[config.mk]
export PLATFORM = sky130hd
export DESIGN_NAME = elementwise_tensor_arith_unit
export DESIGN_NICKNAME = d
export VERILOG_FILES = /design/src/rtl/etw_pkg.sv /design/src/rtl/elementwise_tensor_arith_unit.sv /design/src/rtl/etw_front.sv /design/src/rtl/etw_scale.sv /design/src/rtl/etw_clamp.sv
export SDC_FILE = /design/constraint.sdc
export NUM_CORES = 2
export LEC_CHECK = 0
export BUFFER_PORTS_ARGS = -buffer_cell sky130_fd_sc_hd__buf_2
export CAP_MARGIN = 30
export CORE_MARGIN = 10
export CORE_UTILIZATION = 55
export CTS_CLUSTER_SIZE = 28
export DETAILED_ROUTE_END_ITERATION = 10
export PLACE_DENSITY = 0.73
export SYNTH_ARGS = -nofsm -noshare
export SYNTH_HDL_FRONTEND = slang
export SYNTH_SLANG_ARGS = --single-unit
[constraint.sdc]
create_clock -name clk -period 14 [get_ports clk]
set_input_delay 0.7 -clock clk [delete_from_list [all_inputs] [get_ports clk]]
set_output_delay 0.7 -clock clk [all_outputs]
set_load 0.01 [all_outputs]
[src/rtl/etw_pkg.sv]
`timescale 1ns / 1ps
package etw_pkg;

  // fixed-point layout
  localparam int SCALE_FRAC_BITS = 16;
  localparam int Q_FRAC_BITS     = 8;
  localparam int SH_MAX          = SCALE_FRAC_BITS + Q_FRAC_BITS;

  localparam int DATA_W  = 16;
  localparam int SCALE_W = 24;
  localparam int OPND_W  = DATA_W + 1;             // operand after format extension
  localparam int SUM_W   = OPND_W + 1;             // add/sub result
  localparam int ABS_W   = DATA_W;                 // |operand| <= 2^15
  localparam int MAG_W   = 2 * ABS_W - 1;          // |a*b| <= 2^30
  localparam int M_W     = MAG_W + SCALE_W;        // scaled product magnitude
  localparam int Q_W     = M_W - SCALE_FRAC_BITS;  // quotient after the smaller shift
  localparam int R_W     = Q_W + 1;                // signed result before range step

  // register indexes
  localparam int CFG_IDX_W = 3;
  localparam logic [CFG_IDX_W-1:0] REG_OPERATION     = 3'd0;
  localparam logic [CFG_IDX_W-1:0] REG_NUMBER_FORMAT = 3'd1;
  localparam logic [CFG_IDX_W-1:0] REG_WRAP_MODE     = 3'd2;
  localparam logic [CFG_IDX_W-1:0] REG_ROUND_NEAREST = 3'd3;
  localparam logic [CFG_IDX_W-1:0] REG_SCALE_FACTOR  = 3'd4;

  // operation codes
  localparam logic [1:0] OP_ADD = 2'd0;
  localparam logic [1:0] OP_SUB = 2'd1;
  localparam logic [1:0] OP_MUL = 2'd2;

  // number format codes
  localparam logic [1:0] FMT_Q78 = 2'd0;
  localparam logic [1:0] FMT_U8  = 2'd1;
  localparam logic [1:0] FMT_S8  = 2'd2;

  // format ranges
  localparam int Q78_MIN = -32768;
  localparam int Q78_MAX = 32767;
  localparam int U8_MIN  = 0;
  localparam int U8_MAX  = 255;
  localparam int S8_MIN  = -128;
  localparam int S8_MAX  = 127;

  localparam logic [SCALE_W-1:0] SCALE_RESET = 24'd65536;

  typedef struct packed {
    logic [1:0]         operation;
    logic [1:0]         number_format;
    logic               wrap_mode;
    logic               round_nearest;
    logic [SCALE_W-1:0] scale_factor;
  } cfg_t;

  // beat leaving the operand stage
  typedef struct packed {
    logic                    zero;
    logic                    is_mul;
    logic                    neg;
    logic signed [SUM_W-1:0] sum;
    logic [MAG_W-1:0]        mag;
  } front_beat_t;

  // beat leaving the rounding stage
  typedef struct packed {
    logic                    zero;
    logic                    is_mul;
    logic                    neg;
    logic signed [SUM_W-1:0] sum;
    logic [Q_W-1:0]          q;
  } round_beat_t;

endpackage

[src/rtl/elementwise_tensor_arith_unit.sv]
`timescale 1ns / 1ps
// Elementwise add, subtract or scaled multiply of two tensor elements in Q7.8, U8 or S8,
// with wrap or saturate on overflow and nearest-even or truncating rounding of the
// scaled product. The unit is a four-stage pipeline (operand decode and 16x16 product,
// 31x24 scale multiply, rounding, range handling into the output register): it takes a
// new beat every clock cycle while the output side does not stall; a stall holds each
// beat in its stage until the next stage has room. The scale multiply is the deepest
// stage. Registers are written through cfg_write/cfg_index/cfg_data and must only change
// while the pipeline is empty; unused operation or format codes give a result of zero.
module elementwise_tensor_arith_unit import etw_pkg::*; (
  input  logic                     clk,
  input  logic                     rst,
  input  logic                     cfg_write,
  input  logic [CFG_IDX_W-1:0]     cfg_index,
  input  logic [SCALE_W-1:0]       cfg_data,
  input  logic                     in_valid,
  output logic                     in_ready,
  input  logic signed [DATA_W-1:0] first_operand,
  input  logic signed [DATA_W-1:0] second_operand,
  output logic                     out_valid,
  input  logic                     out_ready,
  output logic signed [DATA_W-1:0] result_value
);

  cfg_t        cfg;
  logic        front_valid, front_ready;
  front_beat_t front_beat;
  logic        round_valid, round_ready;
  round_beat_t round_beat;

  // configuration registers
  always_ff @(posedge clk) begin
    if (rst) begin
      cfg.operation     <= OP_ADD;
      cfg.number_format <= FMT_Q78;
      cfg.wrap_mode     <= 1'b0;
      cfg.round_nearest <= 1'b1;
      cfg.scale_factor  <= SCALE_RESET;
    end else if (cfg_write) begin
      case (cfg_index)
        REG_OPERATION:     cfg.operation     <= cfg_data[1:0];
        REG_NUMBER_FORMAT: cfg.number_format <= cfg_data[1:0];
        REG_WRAP_MODE:     cfg.wrap_mode     <= cfg_data[0];
        REG_ROUND_NEAREST: cfg.round_nearest <= cfg_data[0];
        REG_SCALE_FACTOR:  cfg.scale_factor  <= cfg_data;
        default: ;
      endcase
    end
  end

  etw_front u_front (
    .clk            (clk),
    .rst            (rst),
    .cfg            (cfg),
    .in_valid       (in_valid),
    .in_ready       (in_ready),
    .first_operand  (first_operand),
    .second_operand (second_operand),
    .out_valid      (front_valid),
    .out_ready      (front_ready),
    .out_beat       (front_beat)
  );

  etw_scale u_scale (
    .clk       (clk),
    .rst       (rst),
    .cfg       (cfg),
    .in_valid  (front_valid),
    .in_ready  (front_ready),
    .in_beat   (front_beat),
    .out_valid (round_valid),
    .out_ready (round_ready),
    .out_beat  (round_beat)
  );

  etw_clamp u_clamp (
    .clk          (clk),
    .rst          (rst),
    .cfg          (cfg),
    .in_valid     (round_valid),
    .in_ready     (round_ready),
    .in_beat      (round_beat),
    .out_valid    (out_valid),
    .out_ready    (out_ready),
    .result_value (result_value)
  );

  // back-pressure reaches the input only when every stage holds a beat
  a_full_before_stall: assert property (@(posedge clk) disable iff (rst)
    !in_ready |-> (front_valid && round_valid && out_valid && !out_ready))
    else $error("input stalled with room in the pipeline");

  // a beat in the operand stage is never dropped while the next stage is full
  a_front_holds: assert property (@(posedge clk) disable iff (rst)
    (front_valid && !front_ready) |=> front_valid)
    else $error("operand stage lost a beat");

  // a beat leaving the rounding stage always lands in the output register
  a_round_to_out: assert property (@(posedge clk) disable iff (rst)
    (round_valid && round_ready) |=> out_valid)
    else $error("rounded beat did not reach the output");

endmodule

[src/rtl/etw_front.sv]
`timescale 1ns / 1ps
module etw_front import etw_pkg::*; (
  input  logic                     clk,
  input  logic                     rst,
  input  cfg_t                     cfg,
  input  logic                     in_valid,
  output logic                     in_ready,
  input  logic signed [DATA_W-1:0] first_operand,
  input  logic signed [DATA_W-1:0] second_operand,
  output logic                     out_valid,
  input  logic                     out_ready,
  output front_beat_t              out_beat
);

  logic signed [OPND_W-1:0] a, b, a_neg, b_neg;
  logic [ABS_W-1:0]         a_abs, b_abs;
  front_beat_t              beat_next;
  logic                     vld;
  front_beat_t              beat;

  // operand extension per format
  always_comb begin
    case (cfg.number_format)
      FMT_Q78: begin
        a = OPND_W'(first_operand);
        b = OPND_W'(second_operand);
      end
      FMT_U8: begin
        a = signed'({9'd0, first_operand[7:0]});
        b = signed'({9'd0, second_operand[7:0]});
      end
      default: begin
        a = signed'({{9{first_operand[7]}}, first_operand[7:0]});
        b = signed'({{9{second_operand[7]}}, second_operand[7:0]});
      end
    endcase
  end

  // sum or difference, and product magnitude from the operand magnitudes
  always_comb begin
    a_neg = -a;
    b_neg = -b;
    a_abs = a[OPND_W-1] ? ABS_W'(a_neg) : ABS_W'(a);
    b_abs = b[OPND_W-1] ? ABS_W'(b_neg) : ABS_W'(b);
    beat_next.zero   = !(cfg.number_format inside {FMT_Q78, FMT_U8, FMT_S8}) ||
                       !(cfg.operation inside {OP_ADD, OP_SUB, OP_MUL});
    beat_next.is_mul = (cfg.operation == OP_MUL);
    beat_next.neg    = a[OPND_W-1] ^ b[OPND_W-1];
    beat_next.sum    = (cfg.operation == OP_SUB) ? SUM_W'(a) - SUM_W'(b)
                                                 : SUM_W'(a) + SUM_W'(b);
    // magnitude never exceeds 2^30, top product bit is always zero
    beat_next.mag    = MAG_W'(a_abs * b_abs);
  end

  assign in_ready = !vld || out_ready;

  always_ff @(posedge clk) begin
    if (rst) begin
      vld <= 1'b0;
    end else if (in_ready) begin
      vld <= in_valid;
    end
  end

  always_ff @(posedge clk) begin
    if (in_valid && in_ready) begin
      beat <= beat_next;
    end
  end

  assign out_valid = vld;
  assign out_beat  = beat;

endmodule

[src/rtl/etw_scale.sv]
`timescale 1ns / 1ps
module etw_scale import etw_pkg::*; (
  input  logic        clk,
  input  logic        rst,
  input  cfg_t        cfg,
  input  logic        in_valid,
  output logic        in_ready,
  input  front_beat_t in_beat,
  output logic        out_valid,
  input  logic        out_ready,
  output round_beat_t out_beat
);

  // scale multiply stage
  logic                    mul_vld;
  logic                    mul_ready;
  logic [M_W-1:0]          m;
  logic                    mul_zero, mul_is_mul, mul_neg;
  logic signed [SUM_W-1:0] mul_sum;

  // rounding stage
  logic                    rnd_vld;
  logic                    rnd_ready;
  round_beat_t             rnd_beat;
  round_beat_t             rnd_beat_next;
  logic [Q_W-1:0]          q_raw;
  logic [SH_MAX-1:0]       rem, half;
  logic                    round_up;

  assign mul_ready = !mul_vld || rnd_ready;
  assign rnd_ready = !rnd_vld || out_ready;
  assign in_ready  = mul_ready;

  always_ff @(posedge clk) begin
    if (rst) begin
      mul_vld <= 1'b0;
      rnd_vld <= 1'b0;
    end else begin
      if (mul_ready) begin
        mul_vld <= in_valid;
      end
      if (rnd_ready) begin
        rnd_vld <= mul_vld;
      end
    end
  end

  always_ff @(posedge clk) begin
    if (in_valid && mul_ready) begin
      m          <= M_W'(in_beat.mag) * M_W'(cfg.scale_factor);
      mul_zero   <= in_beat.zero;
      mul_is_mul <= in_beat.is_mul;
      mul_neg    <= in_beat.neg;
      mul_sum    <= in_beat.sum;
    end
  end

  // drop fraction bits, round half to even on the magnitude when round_nearest is set, else truncate
  always_comb begin
    if (cfg.number_format == FMT_Q78) begin
      q_raw = Q_W'(m >> SH_MAX);
      rem   = m[SH_MAX-1:0];
      half  = SH_MAX'(1) << (SH_MAX - 1);
    end else begin
      q_raw = Q_W'(m >> SCALE_FRAC_BITS);
      rem   = SH_MAX'(m[SCALE_FRAC_BITS-1:0]);
      half  = SH_MAX'(1) << (SCALE_FRAC_BITS - 1);
    end
    round_up = cfg.round_nearest && ((rem > half) || ((rem == half) && q_raw[0]));
    rnd_beat_next.zero   = mul_zero;
    rnd_beat_next.is_mul = mul_is_mul;
    rnd_beat_next.neg    = mul_neg;
    rnd_beat_next.sum    = mul_sum;
    rnd_beat_next.q      = q_raw + Q_W'(round_up);
  end

  always_ff @(posedge clk) begin
    if (mul_vld && rnd_ready) begin
      rnd_beat <= rnd_beat_next;
    end
  end

  assign out_valid = rnd_vld;
  assign out_beat  = rnd_beat;

endmodule

[src/rtl/etw_clamp.sv]
`timescale 1ns / 1ps
module etw_clamp import etw_pkg::*; (
  input  logic                     clk,
  input  logic                     rst,
  input  cfg_t                     cfg,
  input  logic                     in_valid,
  output logic                     in_ready,
  input  round_beat_t              in_beat,
  output logic                     out_valid,
  input  logic                     out_ready,
  output logic signed [DATA_W-1:0] result_value
);

  logic signed [R_W-1:0]    q_s, r, lo, hi;
  logic signed [DATA_W-1:0] wrapped, clamped;
  logic signed [DATA_W-1:0] result_next;
  logic                     vld;
  logic signed [DATA_W-1:0] result;

  // signed result and format range
  always_comb begin
    q_s = signed'(R_W'(in_beat.q));
    if (in_beat.is_mul) begin
      r = in_beat.neg ? -q_s : q_s;
    end else begin
      r = R_W'(in_beat.sum);
    end
    case (cfg.number_format)
      FMT_Q78: begin
        lo      = R_W'(Q78_MIN);
        hi      = R_W'(Q78_MAX);
        wrapped = r[DATA_W-1:0];
      end
      FMT_U8: begin
        lo      = R_W'(U8_MIN);
        hi      = R_W'(U8_MAX);
        wrapped = signed'({8'd0, r[7:0]});
      end
      default: begin
        lo      = R_W'(S8_MIN);
        hi      = R_W'(S8_MAX);
        wrapped = signed'({{8{r[7]}}, r[7:0]});
      end
    endcase
  end

  // wrap or saturate, invalid codes give zero
  always_comb begin
    if (r < lo) begin
      clamped = DATA_W'(lo);
    end else if (r > hi) begin
      clamped = DATA_W'(hi);
    end else begin
      clamped = DATA_W'(r);
    end
    if (in_beat.zero) begin
      result_next = '0;
    end else if (cfg.wrap_mode) begin
      result_next = wrapped;
    end else begin
      result_next = clamped;
    end
  end

  assign in_ready = !vld || out_ready;

  always_ff @(posedge clk) begin
    if (rst) begin
      vld <= 1'b0;
    end else if (in_ready) begin
      vld <= in_valid;
    end
  end

  always_ff @(posedge clk) begin
    if (in_valid && in_ready) begin
      result <= result_next;
    end
  end

  assign out_valid    = vld;
  assign result_value = result;

endmodule
Yosys cells after proc, flatten, opt, wreduce, memory -nomap -nowiden --
Cells that the tools add are included.
Word-level totals: bits in registers 238, logic and storage cells 90, bits of input ports 64, output and inout port bits 18
Cells by class: reduce and logical (&&, ||, !) cells 28, $lt $le $gt $ge 3, $add $sub $neg 6, multiplexer cells 16, multipliers 2, bitwise logic cells 1, eq/ne operators 9
Operators with widths (number):
- $mux W16 | 5
- $mux W40 | 2
- $pmux W40 S2 | 1
- $pmux W17 S2 | 2
- $mul A31 B24 Y55 | 1
- $mux W24 | 2
- $gt A40 B16 Y1 | 1
- $lt A40 B40 Y1 | 1
- $neg A39 Y40 | 1
- $add A39 B1 Y39 | 1
- $mux W39 | 1
- $neg A16 Y16 | 2
- $pmux W16 S2 | 1
- $mul A16 B16 Y31 | 1
- $pmux W15 S2 | 1
- $eq A24 B24 Y1 | 1
- $gt A24 B24 Y1 | 1
- $add A17 B17 Y18 | 1
- $mux W18 | 1
- $sub A17 B17 Y18 | 1
- $reduce_and A2 Y1 | 5
- $eq A3 B2 Y1 const B | 2
- $logic_and A1 B1 Y1 | 6
- $logic_not A1 Y1 | 6
- other kinds (9) | 18

Longest topological paths before layout --
word-level depth 7, mapped depth 33, gate-level depth less buffers 31

By module --
Synthesis repeated with hierarchy kept, for this count alone.
Second synthesis, totals: cells, all modules 5099, area, all modules 46902.5 um2
By module, submodules not included:
- etw_scale | area an instance 30166.4 um2, instances 1, sequential area each 4124.0 um2, cells an instance 3173
- etw_front | area an instance 11796.3 um2, instances 1, sequential area each 1581.5 um2, cells an instance 1344
- etw_clamp | area an instance 3589.7 um2, instances 1, sequential area each 500.5 um2, cells an instance 453
- elementwise_tensor_arith_unit | area an instance 1350.0 um2, instances 1, sequential area each 600.6 um2, cells an instance 129

Worst setup path before layout --
No wires, ideal clock.
path type input to register, start input second_operand[2], end register u_front.beat (netlist bit u_front.out_beat[24]), data pin, required time 13.738 ns, arrival 7.871 ns, library setup time 0.262 ns, buffers on the path 3, stages 29, setup slack 5.867 ns, path through clkbuf_1 -> nor3_1 -> nor3b_1 -> nor3b_1 -> and3b_1 -> clkbuf_1 -> o21ai_0 -> a21oi_1 -> clkbuf_1 -> nand2_1 -> fa_1 -> inv_1 -> fa_1 -> inv_1 -> fa_1 -> inv_1 -> fa_1 -> fa_1 -> inv_1 -> fa_1 -> inv_1 -> ha_1 -> o21a_1 -> o31ai_1 -> o21ai_0 -> o41ai_1 -> o221ai_1 -> o31ai_1 -> xnor2_1
RTL lines:
- from (decl) | line elementwise_tensor_arith_unit.sv:19 | input logic signed [DATA_W-1:0] second_operand,
- to (signal assigned) | line etw_front.sv:67 | beat <= beat_next;
- to (decl) | line etw_front.sv:19 | front_beat_t beat;

==> summary.md <==
* 105 — site row count
* 80 — count of unique library cells instantiated by Yosys
* 66.4% — final cycle utilization of the critical path
* 238 — flip-flop and latch count after synthesis
* false — setup repair after global routing missed its margin
* 55.3% — initial cell density of the core
* 0.0341 sq mm — footprint of the multi-input gates
* 0.00682 sq mm — footprint of the flip-flops and latches
* 4958 — Post-Synthesis Cells
* 9.23 mW — final total power
* sky130_fd_sc_hd__inv_1 (929), sky130_fd_sc_hd__fa_1 (830), sky130_fd_sc_hd__nand2_1 (816), sky130_fd_sc_hd__ha_1 (354), sky130_fd_sc_hd__and2_1 (310) — commonest non-fill, non-tap cells in the layout
* 15.0% — register area share after synthesis
* 77 — maximum number of pins on one net before global-route repair
* 0 — count of endpoints failing hold in the final timing report
* 6206 — net count of the mapped netlist
* 77.5% — combinational fraction of design power
* 0 — DRC viols
* 28 — CTS Buf Count
* sky130_fd_sc_hd__nor2_1 — slowest CP cell
* 4 — number of antenna violations at the first check in global routing
* 51.5% — Switching Share
* 0 — number of warnings printed during yosys synthesis
* done — TritonCTS clock tree
* 6160 — net count of the finished layout
* register — element type at the critical path start
* register — Crit. End Element
* 0 — Setup-failing EPs final
* 7 — buffers plus inverters on the worst setup path
* 0 — gr ovfl total
* 9.13 sq um — Mean Syn Cell Area
* 0.08 ns — clock-pin slew on the worst setup and hold paths
* 2438 — first-iteration detailed-routing DRC count
* 307 microns — x dimension of the die
* 26.0% — total global routing track utilization
* sky130_fd_sc_hd__fa_1 — cell repeated most along the worst path
* 9.64 ns — Crit path arrival time
* 0.0467 sq mm — area post-placement
* 33 — CP Max Fanout
* 193 mW/mm^2 — ratio of total power to cell area
* 5.45% — Area Overhead vs Synth
* 307 microns — Die Ht
* 0% — Synth async-reset ratio
* sky130_fd_sc_hd__edfxtp_1 — most common flop cell mapped by yosys
* 5.13% — proportion of layout cells with a drive suffix above 1
* 3 — maximum clock insertion buffer count
* 1.03 ns — actual slew at the worst max-slew pin
* 8.3% — part of the total power dissipated in the clock network
* 638 uV — largest voltage drop on the vdd net
* 30.9% — Max-Slew Margin vs Limit
* 204 — number of synthesized flops with an enable pin
* 0.68 ns — critical path's largest stage delay
* 120 mm — Routed WL
* 0.0942 sq mm — Die Footprint
* reg -> reg — critical path class
* in -> reg — Hold WC Path Type
* 22.1 nW — Static Leakage
* 0.0818 sq mm — Core Box Area
* 4.77 ns — post-place setup slack
* completed — run status
* 0 — number of buffers inserted to repair setup after CTS
* 196 mm — first-pass GRT wire length
* 81 — number of buffer cells added on primary ports
* 0.0226 ns — skew final
* 14.35 ns — Critical Path RT
* 0 — post-cts repair resize count
* sky130_fd_sc_hd__clkbuf_16 — root cell of the clock tree
* 14.3% — Flop pwr share
* 7026 — fill cell instance count of the final layout
* 0.313 ns — final hold slack
* 90.8 mm — detailed-placement wirelength estimate
* 238 — clock sink count
* 20.0 microns — routed wire length per instance
* sky130_fd_sc_hd__inv_1 — most common library cell in the layout ignoring fill and taps
* 36.5k — via count of the first global-routing pass
* 0 — antenna viol nets, final
* 4.71 ns — final worst-path setup slack
* 5.75 — via/cell ratio
* 1 — H-tree levels
* 82 — I/O pin total
* 0.960 — GPL Wtd Cong
* 4.76 mW — switching power
* 9.29 ns — final worst path period need
* adder cells — gate family responsible for the most delay along the worst path
* 108 MHz — Highest Clock Rate
* 0 — Final Max Slew Viols
* 5 — length of the first detailed-routing pass in iterations
* 0 — hold buffers post-CTS
* 0.0453 sq mm — Post-Syn Area
* 0.61 ns — clock latency on the worst-skew pair
* 34.5k — vias
* 4.48 mW — internal power component
* 0.0477 sq mm — post-route design area
* 0 — number of maximum-capacitance violations
* 0 ns — sum of negative setup slack
[power groups by stage]
| stage | registers, mW | clock network (mW) | logic [mW] |
|---|---|---|---|
| after global routing | 1.33 | 0.806 | 8.07 |
| final | 1.32 | 0.762 | 7.15 |
| after global placement | 1.33 | 0 | 6.93 |
| after CTS | 1.32 | 0.776 | 7.14 |
| after floorplan | 1.31 | 0 | 5.19 |
| after detailed placement | 1.33 | 0 | 7.09 |
[registers in the layout (all words and copies together), names as in the netlist]
name	flops
u_scale.out_beat	60
u_scale.m	55
u_front.out_beat	52
cfg	30
u_scale.mul_sum	18
u_clamp.result_value	16
u_clamp.out_valid	1
u_front.out_valid	1
u_scale.mul_is_mul	1
u_scale.mul_neg	1
u_scale.mul_vld	1
u_scale.mul_zero	1
u_scale.out_valid	1
[tightest hold or removal path, cell delays in order]
cell and delay [ns]:
sky130_fd_sc_hd__buf_2 0.09, sky130_fd_sc_hd__nand2_1 0.04, sky130_fd_sc_hd__a21oi_1 0.05
[metrics by stage]
step	instances	util, %
final	6005	58.3
after global routing	6005	58.3
after CTS	6000	58.3
after detailed placement	5948	57.1
after global placement	5947	57.1
after floorplan	4958	-
[layer usage]
layer / global-route usage [%] / vias up / part of all wire, %
li1: - / 15367 / -
met1: 33.1 / 17396 / 39
met2: 44.2 / 1413 / 49
met3: 4.47 / 341 / 8.4
met4: 9.62 / 0 / 4.0
met5: 0 / - / 0
[cell type report]
| class | instances | area share (%) |
|---|---|---|
| Clock inverter | 23 | 0.522 |
| Sequential cell | 238 | 14.3 |
| Antenna cell | 1 | 0.00524 |
| Inverter | 933 | 7.34 |
| Multi-Input combinational cell | 3554 | 71.5 |
| Tap cell | 1070 | 2.80 |
| Timing Repair Buffer | 157 | 2.10 |
| Clock buffer | 29 | 1.48 |
[kinds of logic after synthesis]
kind of cell	synth area share, %
AO/OA/AOI/OAI	7.32
XOR/XNOR	3.87
adder cells (fa/ha/maj)	46.5
buffers and inverters	9.69
flip-flops	15.0
multiplexers	0.953
AND/OR/NAND/NOR	16.6
[path summary, 6_finish.rpt]
check / startpoint / end / slack [ns] / depth (start not counted)
min reg2reg: u_front.out_beat[39]$_DFFE_PP_ / u_scale.mul_sum[8]$_DFFE_PP_ / 0.41 / 0
min: cfg_data[12] / cfg[12]$_SDFFE_PP0P_ / 0.31 / 3
max reg2reg: cfg[26]$_SDFFE_PP0P_ / u_front.out_beat[30]$_DFFE_PP_ / 4.71 / 28
max: cfg[26]$_SDFFE_PP0P_ / u_front.out_beat[30]$_DFFE_PP_ / 4.71 / 28
[cell usage after synthesis, types with 80 or more instances]
master / count / area share, %
sky130_fd_sc_hd__inv_1: 930 / 7.7
sky130_fd_sc_hd__fa_1: 830 / 37
sky130_fd_sc_hd__nand2_1: 816 / 6.8
sky130_fd_sc_hd__ha_1: 354 / 9.8
sky130_fd_sc_hd__and2_1: 310 / 4.3
sky130_fd_sc_hd__clkbuf_1: 220 / 1.8
sky130_fd_sc_hd__edfxtp_1: 204 / 14
sky130_fd_sc_hd__nor2_1: 197 / 1.6
sky130_fd_sc_hd__a21oi_1: 172 / 1.9
sky130_fd_sc_hd__xnor2_1: 120 / 2.3
sky130_fd_sc_hd__o21ai_0: 93 / 1.0
sky130_fd_sc_hd__xor2_1: 80 / 1.5
(Power assumes the default switching activity.)
